**config.mk**
```make
export PLATFORM = sky130hd
export DESIGN_NAME = buffer_frame_allocator_with_pinning
export DESIGN_NICKNAME = d
export VERILOG_FILES = /design/src/design/bfa_pkg.sv /design/src/design/buffer_frame_allocator_with_pinning.sv /design/src/design/bfa_ctrl.sv /design/src/design/bfa_dp.sv
export SDC_FILE = /design/constraint.sdc
export NUM_CORES = 1
export LEC_CHECK = 0
export BUFFER_PORTS_ARGS = -buffer_cell sky130_fd_sc_hd__buf_4
export CORE_ASPECT_RATIO = 1.5
export CORE_MARGIN = 2
export CORE_UTILIZATION = 50
export DETAILED_ROUTE_END_ITERATION = 8
export PLACE_DENSITY = 0.71
export SYNTH_ARGS = -nofsm -noshare
export SYNTH_HDL_FRONTEND = slang
export SYNTH_SLANG_ARGS = --single-unit
```
**constraint.sdc**
```tcl
create_clock -name i_clk -period 4.92 [get_ports i_clk]
set_input_delay 0.738 -clock i_clk [delete_from_list [all_inputs] [get_ports i_clk]]
set_output_delay 0.738 -clock i_clk [all_outputs]
set_load 0.01 [all_outputs]
```
**src/design/bfa_pkg.sv**
```systemverilog
// Package for the buffer frame allocator: field widths, defaults, codes and
// the command/status bundles between controller and datapath. No dependencies.
`default_nettype none

package bfa_pkg;

    // Fixed field widths of the item channels.
    localparam int FUNC_W   = 3;
    localparam int HANDLE_W = 32;
    localparam int STATUS_W = 2;
    localparam int FIDX_W   = 4;
    localparam int FREE_W   = 5;

    // Defaults for the top-level parameters.
    localparam int FRAMES_DEF      = 16;
    localparam int HANDLE_BITS_DEF = 32;

    // Request codes.
    typedef enum logic [FUNC_W-1:0] {
        F_NEW_PAGE  = 3'd0,
        F_SET_PIN   = 3'd1,
        F_RESET_PIN = 3'd2,
        F_GET_PIN   = 3'd3,
        F_INIT      = 3'd4
    } t_func;

    // Result status codes.
    typedef enum logic [STATUS_W-1:0] {
        ST_OK        = 2'd0,
        ST_NO_FREE   = 2'd1,
        ST_NOT_FOUND = 2'd2,
        ST_EXHAUSTED = 2'd3
    } t_status;

    // Controller states.
    typedef enum logic [1:0] {
        S_IDLE = 2'd0,
        S_SCAN = 2'd1,
        S_DONE = 2'd2
    } t_state;

    // Commands from the controller to the datapath.
    typedef struct packed {
        logic load;     // capture the incoming item and restart the scan
        logic scan;     // advance the frame scan by one entry
        logic resolve;  // latch the scan outcome
        logic commit;   // update the frame table and load the result register
    } t_cmd;

    // Status from the datapath to the controller.
    typedef struct packed {
        logic stop;     // scan has found its frame, reached the end, or is not needed
        logic out_free; // result register can take a new item this cycle
    } t_sts;

endpackage

`default_nettype wire

```
**src/design/buffer_frame_allocator_with_pinning.sv**
```systemverilog
// Buffer frame allocator with pinning: top level joining controller and
// datapath. Depends on bfa_pkg, bfa_ctrl and bfa_dp.
//
// Use: requests arrive on the input channel (i_in_valid / o_in_stall) as a
// function code, a handle and a use-current flag. Each request yields exactly
// one result item on the output channel (o_out_valid / i_out_stall) with a
// status, a handle, a frame index, the pin mark and the free frame count.
// The block works on one item at a time; o_in_stall is high from acceptance
// until the result is loaded into the output register.
// Scan: a new-page request steps through the free flags and stops at the
// lowest free frame or the last one; a pin request reads the handle memory
// through its single read port and stops at the first matching frame or the
// last one. Both scans take one frame per cycle; initialize and unused codes
// do not scan.
// Reset clears the valid and pin flags, the handle counter and the output
// valid and marks all frames free; handle entries only match for valid frames.
// When the receiver stalls, the result is held in the output register; the
// next item is still accepted and scanned, and waits only at commit.
`default_nettype none

module buffer_frame_allocator_with_pinning #(
    parameter int FRAMES      = bfa_pkg::FRAMES_DEF,
    parameter int HANDLE_BITS = bfa_pkg::HANDLE_BITS_DEF
) (
    input  wire logic                           i_clk,
    input  wire logic                           i_rst_n,
    input  wire logic                           i_in_valid,
    output logic                                o_in_stall,
    input  wire logic [bfa_pkg::FUNC_W-1:0]     i_func,
    input  wire logic [bfa_pkg::HANDLE_W-1:0]   i_handle,
    input  wire logic                           i_use_current,
    output logic                                o_out_valid,
    input  wire logic                           i_out_stall,
    output logic [bfa_pkg::STATUS_W-1:0]        o_status,
    output logic [bfa_pkg::HANDLE_W-1:0]        o_result_handle,
    output logic [bfa_pkg::FIDX_W-1:0]          o_frame_index,
    output logic                                o_pinned,
    output logic [bfa_pkg::FREE_W-1:0]          o_free_pages
);
    import bfa_pkg::*;

    t_cmd cmd;
    t_sts sts;

    // Sequencer.
    bfa_ctrl u_ctrl (
        .i_clk      (i_clk),
        .i_rst_n    (i_rst_n),
        .i_in_valid (i_in_valid),
        .i_sts      (sts),
        .o_cmd      (cmd),
        .o_in_stall (o_in_stall)
    );

    // Frame table and result register.
    bfa_dp #(
        .FRAMES      (FRAMES),
        .HANDLE_BITS (HANDLE_BITS)
    ) u_dp (
        .i_clk           (i_clk),
        .i_rst_n         (i_rst_n),
        .i_cmd           (cmd),
        .o_sts           (sts),
        .i_func          (i_func),
        .i_handle        (i_handle),
        .i_use_current   (i_use_current),
        .i_out_stall     (i_out_stall),
        .o_out_valid     (o_out_valid),
        .o_status        (o_status),
        .o_result_handle (o_result_handle),
        .o_frame_index   (o_frame_index),
        .o_pinned        (o_pinned),
        .o_free_pages    (o_free_pages)
    );

endmodule

`default_nettype wire

```
**src/design/bfa_ctrl.sv**
```systemverilog
// Controller state machine of the frame allocator: sequences load, scan,
// resolve and commit. Depends on bfa_pkg.
`default_nettype none

module bfa_ctrl (
    input  wire logic          i_clk,
    input  wire logic          i_rst_n,
    input  wire logic          i_in_valid,
    input  wire bfa_pkg::t_sts i_sts,
    output bfa_pkg::t_cmd      o_cmd,
    output logic               o_in_stall
);
    import bfa_pkg::*;

    t_state r_state;
    t_state n_state;

    // State register.
    always_ff @(posedge i_clk) begin
        if (!i_rst_n) begin
            r_state <= S_IDLE;
        end else begin
            r_state <= n_state;
        end
    end

    // Next state.
    always_comb begin
        n_state = r_state;
        unique case (r_state)
            S_IDLE: begin
                if (i_in_valid) begin
                    n_state = S_SCAN;
                end
            end
            S_SCAN: begin
                if (i_sts.stop) begin
                    n_state = S_DONE;
                end
            end
            S_DONE: begin
                if (i_sts.out_free) begin
                    n_state = S_IDLE;
                end
            end
            default: n_state = S_IDLE;
        endcase
    end

    // Commands to the datapath and the input stall.
    always_comb begin
        o_cmd      = '0;
        o_in_stall = 1'b1;
        unique case (r_state)
            S_IDLE: begin
                o_in_stall = 1'b0;
                o_cmd.load = i_in_valid;
            end
            S_SCAN: begin
                o_cmd.scan    = !i_sts.stop;
                o_cmd.resolve = i_sts.stop;
            end
            S_DONE: begin
                o_cmd.commit = i_sts.out_free;
            end
            default: o_in_stall = 1'b1;
        endcase
    end

endmodule

`default_nettype wire

```
**src/design/bfa_dp.sv**
```systemverilog
// Datapath of the frame allocator: frame flags, handle memory, handle counter,
// scan index and result register. Depends on bfa_pkg.
`default_nettype none

module bfa_dp #(
    parameter int FRAMES      = bfa_pkg::FRAMES_DEF,
    parameter int HANDLE_BITS = bfa_pkg::HANDLE_BITS_DEF
) (
    input  wire logic                           i_clk,
    input  wire logic                           i_rst_n,
    input  wire bfa_pkg::t_cmd                  i_cmd,
    output bfa_pkg::t_sts                       o_sts,
    input  wire logic [bfa_pkg::FUNC_W-1:0]     i_func,
    input  wire logic [bfa_pkg::HANDLE_W-1:0]   i_handle,
    input  wire logic                           i_use_current,
    input  wire logic                           i_out_stall,
    output logic                                o_out_valid,
    output logic [bfa_pkg::STATUS_W-1:0]        o_status,
    output logic [bfa_pkg::HANDLE_W-1:0]        o_result_handle,
    output logic [bfa_pkg::FIDX_W-1:0]          o_frame_index,
    output logic                                o_pinned,
    output logic [bfa_pkg::FREE_W-1:0]          o_free_pages
);
    import bfa_pkg::*;

    localparam int IW = (FRAMES > 1) ? $clog2(FRAMES) : 1;
    localparam int CW = $clog2(FRAMES + 1);
    localparam logic [IW-1:0] LAST_IDX = IW'(FRAMES - 1);

    // Handle store: one entry per frame, read one entry a cycle during a scan.
    logic [HANDLE_BITS-1:0] mem_handle [FRAMES];
    logic [HANDLE_BITS-1:0] r_rd_data;
    logic                   mem_we;

    // Item and scan registers.
    t_func                  r_func,    n_func;
    logic [HANDLE_BITS-1:0] r_key,     n_key;
    logic [IW-1:0]          r_idx,     n_idx;
    logic                   r_cmp_vld, n_cmp_vld;
    logic [IW-1:0]          r_cmp_idx, n_cmp_idx;
    logic                   r_hit,     n_hit;
    logic [IW-1:0]          r_fidx,    n_fidx;

    // Frame table state.
    logic [FRAMES-1:0]      r_valid,    n_valid;
    logic [FRAMES-1:0]      r_pinned,   n_pinned;
    logic [FRAMES-1:0]      r_free,     n_free;
    logic [HANDLE_BITS-1:0] r_counter,  n_counter;
    logic [CW-1:0]          r_free_cnt, n_free_cnt;

    // Result register.
    logic                   r_out_valid, n_out_valid;
    t_status                r_o_status,  n_o_status;
    logic [HANDLE_W-1:0]    r_o_handle,  n_o_handle;
    logic [FIDX_W-1:0]      r_o_fidx,    n_o_fidx;
    logic                   r_o_pinned,  n_o_pinned;
    logic [FREE_W-1:0]      r_o_free,    n_o_free;

    logic is_new;
    logic is_pin;
    logic found;
    logic last;

    // Scan outcome: the free scan looks at the flag of the current index, the
    // handle scan compares the entry read in the previous cycle.
    always_comb begin
        is_new = (r_func == F_NEW_PAGE);
        is_pin = (r_func == F_SET_PIN) || (r_func == F_RESET_PIN) || (r_func == F_GET_PIN);
        if (is_new) begin
            found = r_free[r_idx];
            last  = (r_idx == LAST_IDX);
        end else begin
            found = r_cmp_vld && r_valid[r_cmp_idx] && (r_rd_data == r_key);
            last  = r_cmp_vld && (r_cmp_idx == LAST_IDX);
        end
        o_sts.stop     = (!is_new && !is_pin) || found || last;
        o_sts.out_free = !r_out_valid || !i_out_stall;
    end

    // A new handle is written when a new page request succeeds.
    assign mem_we = i_cmd.commit && is_new && r_hit && !(&r_counter);

    // Next-state logic of all registers.
    always_comb begin
        n_func      = r_func;
        n_key       = r_key;
        n_idx       = r_idx;
        n_cmp_vld   = r_cmp_vld;
        n_cmp_idx   = r_cmp_idx;
        n_hit       = r_hit;
        n_fidx      = r_fidx;
        n_valid     = r_valid;
        n_pinned    = r_pinned;
        n_free      = r_free;
        n_counter   = r_counter;
        n_free_cnt  = r_free_cnt;
        n_o_status  = r_o_status;
        n_o_handle  = r_o_handle;
        n_o_fidx    = r_o_fidx;
        n_o_pinned  = r_o_pinned;
        n_o_free    = r_o_free;
        n_out_valid = r_out_valid && i_out_stall;

        // Capture the item; the lookup key is the latest handle on request.
        if (i_cmd.load) begin
            n_func    = t_func'(i_func);
            n_key     = i_use_current ? r_counter : HANDLE_BITS'(i_handle);
            n_idx     = '0;
            n_cmp_vld = 1'b0;
        end

        // Step the scan; the index holds at the last frame.
        if (i_cmd.scan) begin
            if (r_idx != LAST_IDX) begin
                n_idx = r_idx + 1'b1;
            end
            n_cmp_vld = !is_new;
            n_cmp_idx = r_idx;
        end

        // Latch the frame the scan stopped on.
        if (i_cmd.resolve) begin
            n_hit     = found;
            n_fidx    = is_new ? r_idx : r_cmp_idx;
            n_cmp_vld = 1'b0;
        end

        // Apply the operation and build the result item.
        if (i_cmd.commit) begin
            n_out_valid = 1'b1;
            n_o_status  = ST_OK;
            n_o_handle  = '0;
            n_o_fidx    = '0;
            n_o_pinned  = 1'b0;
            case (r_func)
                F_NEW_PAGE: begin
                    if (!r_hit) begin
                        n_o_status = ST_NO_FREE;
                    end else if (&r_counter) begin
                        n_o_status = ST_EXHAUSTED;
                    end else begin
                        n_counter        = r_counter + 1'b1;
                        n_valid[r_fidx]  = 1'b1;
                        n_pinned[r_fidx] = 1'b0;
                        n_o_handle       = HANDLE_W'(n_counter);
                        n_o_fidx         = FIDX_W'(r_fidx);
                    end
                end
                F_SET_PIN, F_RESET_PIN, F_GET_PIN: begin
                    n_o_handle = HANDLE_W'(r_key);
                    if (!r_hit) begin
                        n_o_status = ST_NOT_FOUND;
                    end else begin
                        if (r_func == F_SET_PIN) begin
                            n_pinned[r_fidx] = 1'b1;
                            if (r_free[r_fidx]) begin
                                n_free[r_fidx] = 1'b0;
                                n_free_cnt     = r_free_cnt - 1'b1;
                            end
                        end else if (r_func == F_RESET_PIN) begin
                            n_pinned[r_fidx] = 1'b0;
                            if (!r_free[r_fidx]) begin
                                n_free[r_fidx] = 1'b1;
                                n_free_cnt     = r_free_cnt + 1'b1;
                            end
                        end
                        n_o_fidx   = FIDX_W'(r_fidx);
                        n_o_pinned = n_pinned[r_fidx];
                    end
                end
                F_INIT: begin
                    n_valid    = '0;
                    n_pinned   = '0;
                    n_free     = '1;
                    n_counter  = '0;
                    n_free_cnt = CW'(FRAMES);
                end
                default: begin
                    n_o_status = ST_OK;
                end
            endcase
            n_o_free = FREE_W'(n_free_cnt);
        end
    end

    // Control and table registers with reset.
    always_ff @(posedge i_clk) begin
        if (!i_rst_n) begin
            r_valid     <= '0;
            r_pinned    <= '0;
            r_free      <= '1;
            r_counter   <= '0;
            r_free_cnt  <= CW'(FRAMES);
            r_cmp_vld   <= 1'b0;
            r_out_valid <= 1'b0;
        end else begin
            r_valid     <= n_valid;
            r_pinned    <= n_pinned;
            r_free      <= n_free;
            r_counter   <= n_counter;
            r_free_cnt  <= n_free_cnt;
            r_cmp_vld   <= n_cmp_vld;
            r_out_valid <= n_out_valid;
        end
    end

    // Payload registers.
    always_ff @(posedge i_clk) begin
        r_func     <= n_func;
        r_key      <= n_key;
        r_idx      <= n_idx;
        r_cmp_idx  <= n_cmp_idx;
        r_hit      <= n_hit;
        r_fidx     <= n_fidx;
        r_o_status <= n_o_status;
        r_o_handle <= n_o_handle;
        r_o_fidx   <= n_o_fidx;
        r_o_pinned <= n_o_pinned;
        r_o_free   <= n_o_free;
    end

    // Handle memory: one write port, one registered read port.
    always_ff @(posedge i_clk) begin
        if (mem_we) begin
            mem_handle[r_fidx] <= n_counter;
        end
        r_rd_data <= mem_handle[r_idx];
    end

    assign o_out_valid     = r_out_valid;
    assign o_status        = r_o_status;
    assign o_result_handle = r_o_handle;
    assign o_frame_index   = r_o_fidx;
    assign o_pinned        = r_o_pinned;
    assign o_free_pages    = r_o_free;

endmodule

`default_nettype wire

```
Word-level counts from Yosys, hierarchy flattened
Memory sizes are Yosys's and may differ from the RTL's. A register that Yosys moved wholly into a read port is not among the register bits.
Index checks and enable logic that the tools add are counted.
- output and inout bits: 46
- memories kept: 1
- word-level logic and storage cells: 157
- register bits: 181
- bits in writable memories: 512
- muxes and demuxes: 69
- equal/unequal tests: 19
- bitwise gates (word level): 7
- order comparisons: 4
- reduce and logical (&&, ||, !) cells: 34
- add/sub/neg operators: 4
- memory list (name ; depth ; bits a word ; read ports ; clocked after memory_dff ; wr ports ; RTL line ; text):
    u_dp.mem_handle ; 16 ; 32 ; 1 ; 1 ; 1 ; bfa_dp.sv:31 ; logic [HANDLE_BITS-1:0] mem_handle [FRAMES];
- operator list (operator ; count):
    $mux W16 ; 15
    $mux W32 ; 6
    $pmux W32 S2 ; 2
    $pmux W16 S2 ; 2
    $or A16 B16 Y16 ; 3
    $pmux W16 S3 ; 1
    $add A32 B1 Y32 const B ; 1
    $and A16 B16 Y16 ; 2
    $eq A32 B32 Y1 ; 1
    $reduce_and A32 Y1 ; 1
    $mux W4 ; 7
    $mux W5 ; 5
    $bmux W1 S4 ; 4
    $not A16 Y16 ; 1
    $lt A4 B5 Y1 const B ; 3
    $mux W1 ; 15
    $mux W2 ; 7
    $pmux W5 S2 ; 1
    $logic_and A1 B1 Y1 ; 9
    $eq A4 B4 Y1 const B ; 2
    $ne A2 B1 Y1 const B ; 4
    $pmux W4 S2 ; 1
    $eq A3 B2 Y1 const B ; 2
    $logic_not A1 Y1 ; 6
    29 further kinds ; 36

Logic depth before layout (Yosys ltp)
- depth in word-level cells: 13
- gate-level depth with buffers: 12

Hierarchy
A second synthesis with hierarchy kept.
- cell total of the unflattened synthesis: 1811
- area total of the unflattened synthesis: 29733.5 um^2
- modules (own cells, without submodules) (module ; sequential area each (um^2) ; cells an instance ; instances ; area an instance (um^2)):
    bfa_dp ; 20479.6 ; 1796 ; 1 ; 29617.2
    bfa_ctrl ; 40.0 ; 15 ; 1 ; 116.4

Worst setup path after synthesis
OpenSTA, ideal clock, no wires.
- path type: input -> register
- start: input port i_out_stall
- end: memory u_dp.mem_handle[13][0] (netlist name) (enable)
- slack: 917 ps
- setup time: 421 ps
- stages: 8
- arrival time: 3582 ps
- cell sequence: nand2_1 -> nand2_1 -> inv_2 -> nand4_1 -> buf_2 -> buf_2 -> buf_2 -> nor2_1
- RTL lines (element ; RTL line ; text):
    from (decl) ; buffer_frame_allocator_with_pinning.sv:33 ; input wire logic i_out_stall,
    to (decl) ; bfa_dp.sv:31 ;

Final worst setup path
- start: register u_dp.r_func[0]
- end: memory u_dp.mem_handle[12][3] (netlist name) (data pin)
- longest elaborated chain between the ends: 3
- elaborated cells on any way between the ends: 4
- those cells by class: 1 x eq/ne; 2 x mux; 1 x reduce/logical
- ends and longest elaborated chain (element ; RTL line ; text):
    from (decl) ; bfa_dp.sv:36 ; t_func r_func, n_func;
    from (signal assigned) ; bfa_dp.sv:209 ; r_func <= n_func;
    $eq A3 B3 Y1 / $logic_not A3 Y1 (equally long branches) ; bfa_dp.sv:135 ; case (r_func)
    $pmux W32 S2 (*) ; bfa_dp.sv:135 ;
    $mux W32 (*) ; bfa_dp.sv:129 ; if (i_cmd.commit) begin
    named net u_dp.n_counter[3] ; bfa_dp.sv:48 ; logic [HANDLE_BITS-1:0] r_counter, n_counter;
The timed path passes the listed nets; every way through them passes the cells marked *.

==> impl_metrics.csv <==
group,metric,value,unit
synth,ys_types,64,
synth,synth_top_cell_by_area,"edfxtp_1",
timing,finalCritPeriodShare,79.7,%
worst_setup_path,crit_chain,"nor2_1 > nand2_1 > nor4_4 > buf_4 > a21oi_1 > a31oi_1",
place,placed_cells,2648,
pwr,power,12700,uW
min_path,hp-class,"input pin to flop",
clock_network,cts_tree,"built",
clock_network,cts_buffer_depth,3,
timing,layout_min_cycle_time,3920,ps
worst_setup_path,required,5140,ps
clock_network,hold_buffers,0,
clock_network,cts_made_buffers,68,
synth,synth_top_area_share,60.4,%
floorplan,core,58900,um^2
synth,syn_area_per_cell,16.2,um^2
timing,fmax,255,MHz
global_route,antenna_found_initial,1,
timing,fin_hold_ws,299,ps
timing,tns,0,ps
cells_and_area,register_area,20500,um^2
clock_network,clk_latency,630,ps
worst_setup_path,end_kind,"flop",
global_route,grt_max_degree,74,
clock_network,cts.sinks,725,
place,io_buffers,85,
clock_network,cts_setup_buffers,0,
synth,synth-edff-count,600,
cells_and_area,num_antenna_cells,0,
synth,netlist_area,29800,um^2
synth,yosysSeqAreaShare,68.8,%
route,vias,17400,
route,drt-total-wl,78600,um
route,dr.pass1.iters,6,
worst_setup_path,crit_family,"simple AND/OR/NAND/NOR gates",
synth,synth.area.top_cells,"edfxtp_1 60%, mux4_2 13%, dfxtp_1 8.4%",
place,dp_hpwl,47600,um
global_route,grt_pass1_vias,17200,
cells_and_area,layout-drive-gt1-share,25.3,%
timing,worst_slew_pin_slew,1350,ps
cells_and_area,finalNonFillerCells,2774,
floorplan,ios,86,
floorplan,die_h,303,um
synth,synth-seq-cells,725,
timing,maxSlewViolCount,0,
clock_network,cts_resized,0,
synth,ys.flop_type,"edfxtp_1",
route,drc,0,
route,drt_iter0_markers,2135,
floorplan,die_area,61600,um^2
timing,finClkSkew,23.6,ps
floorplan,row_count,109,
synth,synth_nets,1890,
worst_setup_path,cp_slowest_cell,"a31oi_1",
pwr,leakagePower,0.0119,uW
clock_network,cts.clk_slew.worst_paths,60,ps
worst_setup_path,critPathKind,"flop to flop",
timing,relSlewSlack,9.26,%
place,gp_congestion,0.950,
worst_setup_path,arrival,4140,ps
pwr,p_per_area,375,nW/um^2
clock_network,root_buffer,"clkbuf_16",
route,final_antenna_net_count,0,
timing,finalSetupViolations,0,
synth,synthArstFlopShare,0,%
outcome,outcome,"finished clean",
cells_and_area,fillCellCount,4465,
worst_setup_path,slowest_delay,980,ps
cells_and_area,multi_input_area,8870,um^2
synth,synthCells,1845,
pwr,irDropWorstVdd,261,uV
worst_setup_path,crit_fanout,22,
floorplan,die_w,203,um
job,cap_violations,0,
global_route,grt.overflow.total,0,
route,routed_via_density,6.28,
synth,synth_warnings,0,
route,routedWlPerCell,28.3,um
timing,rsz0062_at_grt,"false",
cells_and_area,area_growth,13.8,%
global_route,grt_first_pass_wirelength,115000,um
floorplan,initial_core_util,50.6,%
clock_network,htreeDepth,3,
global_route,grtUsageTotal,25.9,%
worst_setup_path,worst-path-buf-inv,1,
cells_and_area,final_util,57.6,%
cells_and_area,nets,1986,
timing,hold_viol,0,
worst_setup_path,startpoint_type,"flop",
[layout by cell type (no fill, tap or decap), types with 42 or more instances in the layout]
cell and count:
clkbuf_16 70, a21oi_1 67, mux4_2 171, nand2_1 127
buf_4 141, nor2_1 106, o21ai_0 84, edfxtp_1 600
dfxtp_1 121, nand3_1 42
[flip-flops by register name (all words and copies together), names as in the netlist, 5 cells and up]
| name | flops |
|---|---|
| u_dp.o_free_pages | 5 |
| u_dp.r_rd_data | 32 |
| u_dp.r_free_cnt | 5 |
| u_dp.r_key | 32 |
| u_dp.r_counter | 32 |
| u_dp.mem_handle | 512 |
| u_dp.r_free | 16 |
| u_dp.r_pinned | 16 |
| u_dp.o_result_handle | 32 |
| u_dp.r_valid | 16 |
[worst paths after layout]
kind,start,endpoint,slack [ps],cells after the start
setup / recovery,u_dp.r_func[0]$_DFFE_PP_,u_dp.mem_handle[12][3]$_DFFE_PP_,1000,6
hold / removal,i_func[2],u_dp.r_func[2]$_DFFE_PP_,300,1
setup reg to reg,u_dp.r_func[0]$_DFFE_PP_,u_dp.mem_handle[12][3]$_DFFE_PP_,1000,6
hold reg to reg,u_dp.r_valid[10]$_SDFFE_PN0P_,u_dp.r_valid[10]$_SDFFE_PN0P_,460,1
[area by class of cell]
cell class                      instances  area share (%)
Clock buffer                           80            5.30
Sequential cell                       725            60.5
Inverter                               17           0.188
Clock inverter                         46            1.59
Timing Repair Buffer                  146            3.41
Tap cell                              777            2.86
Multi-Input combinational cell        983            26.1
[metrics by stage]
| step | setup WS, ps | cell area, um^2 |
|---|---|---|
| after floorplan | 917 | 29800 |
| after global placement | 1320 | 31600 |
| after detailed placement | 1040 | 31600 |
| after CTS | 980 | 33900 |
| after global routing | 810 | 33900 |
| final | 999 | 33900 |
[power breakdown]
| part | switching (uW) | total (uW) | internal [uW] |
|---|---|---|---|
| Clock | 2340 | 5480 | 3140 |
| Combinational | 289 | 532 | 243 |
| Sequential | 85.8 | 6700 | 6610 |
[layer usage]
metal	wire [um]	vias to the layer above	GRT usage (%)
li1	-	7426	-
met1	29400	8976	33.5
met2	39700	845	43.5
met3	5740	167	3.68
met4	3830	0	12.5
met5	0	-	0
[Yosys cell counts (all sizes together) (6+ instances only)]
cell type and instances:
clkbuf 84, a31oi 25, dfxtp 125, a21oi 68, nand2b 10, mux4 175
nor2 123, o221a 15, nor2b 9, o31ai 12, o21ai 96, edfxtp 600
buf 36, o21a 19, inv 17, nand3 42, nand4 15, nor3 21
and2 27, mux2 32, xor2 37, nand2 127, xnor2 26, and3 11
or2 6, a21o 8, nor4 14, and4 6
[kinds of logic after synthesis]
| family | after synthesis | synth area share, % |
|---|---|---|
| DFF | 725 | 68.8 |
| and+or+nand+nor | 430 | 6.89 |
| AOI/OAI and AO/OA | 275 | 5.75 |
| muxes | 210 | 14.6 |
| buffers and inverters | 137 | 1.88 |
| xor gates and xnor gates | 63 | 1.85 |
| adders and majority gates | 5 | 0.210 |
No activity file was read; power rests on OpenSTA's default activity.
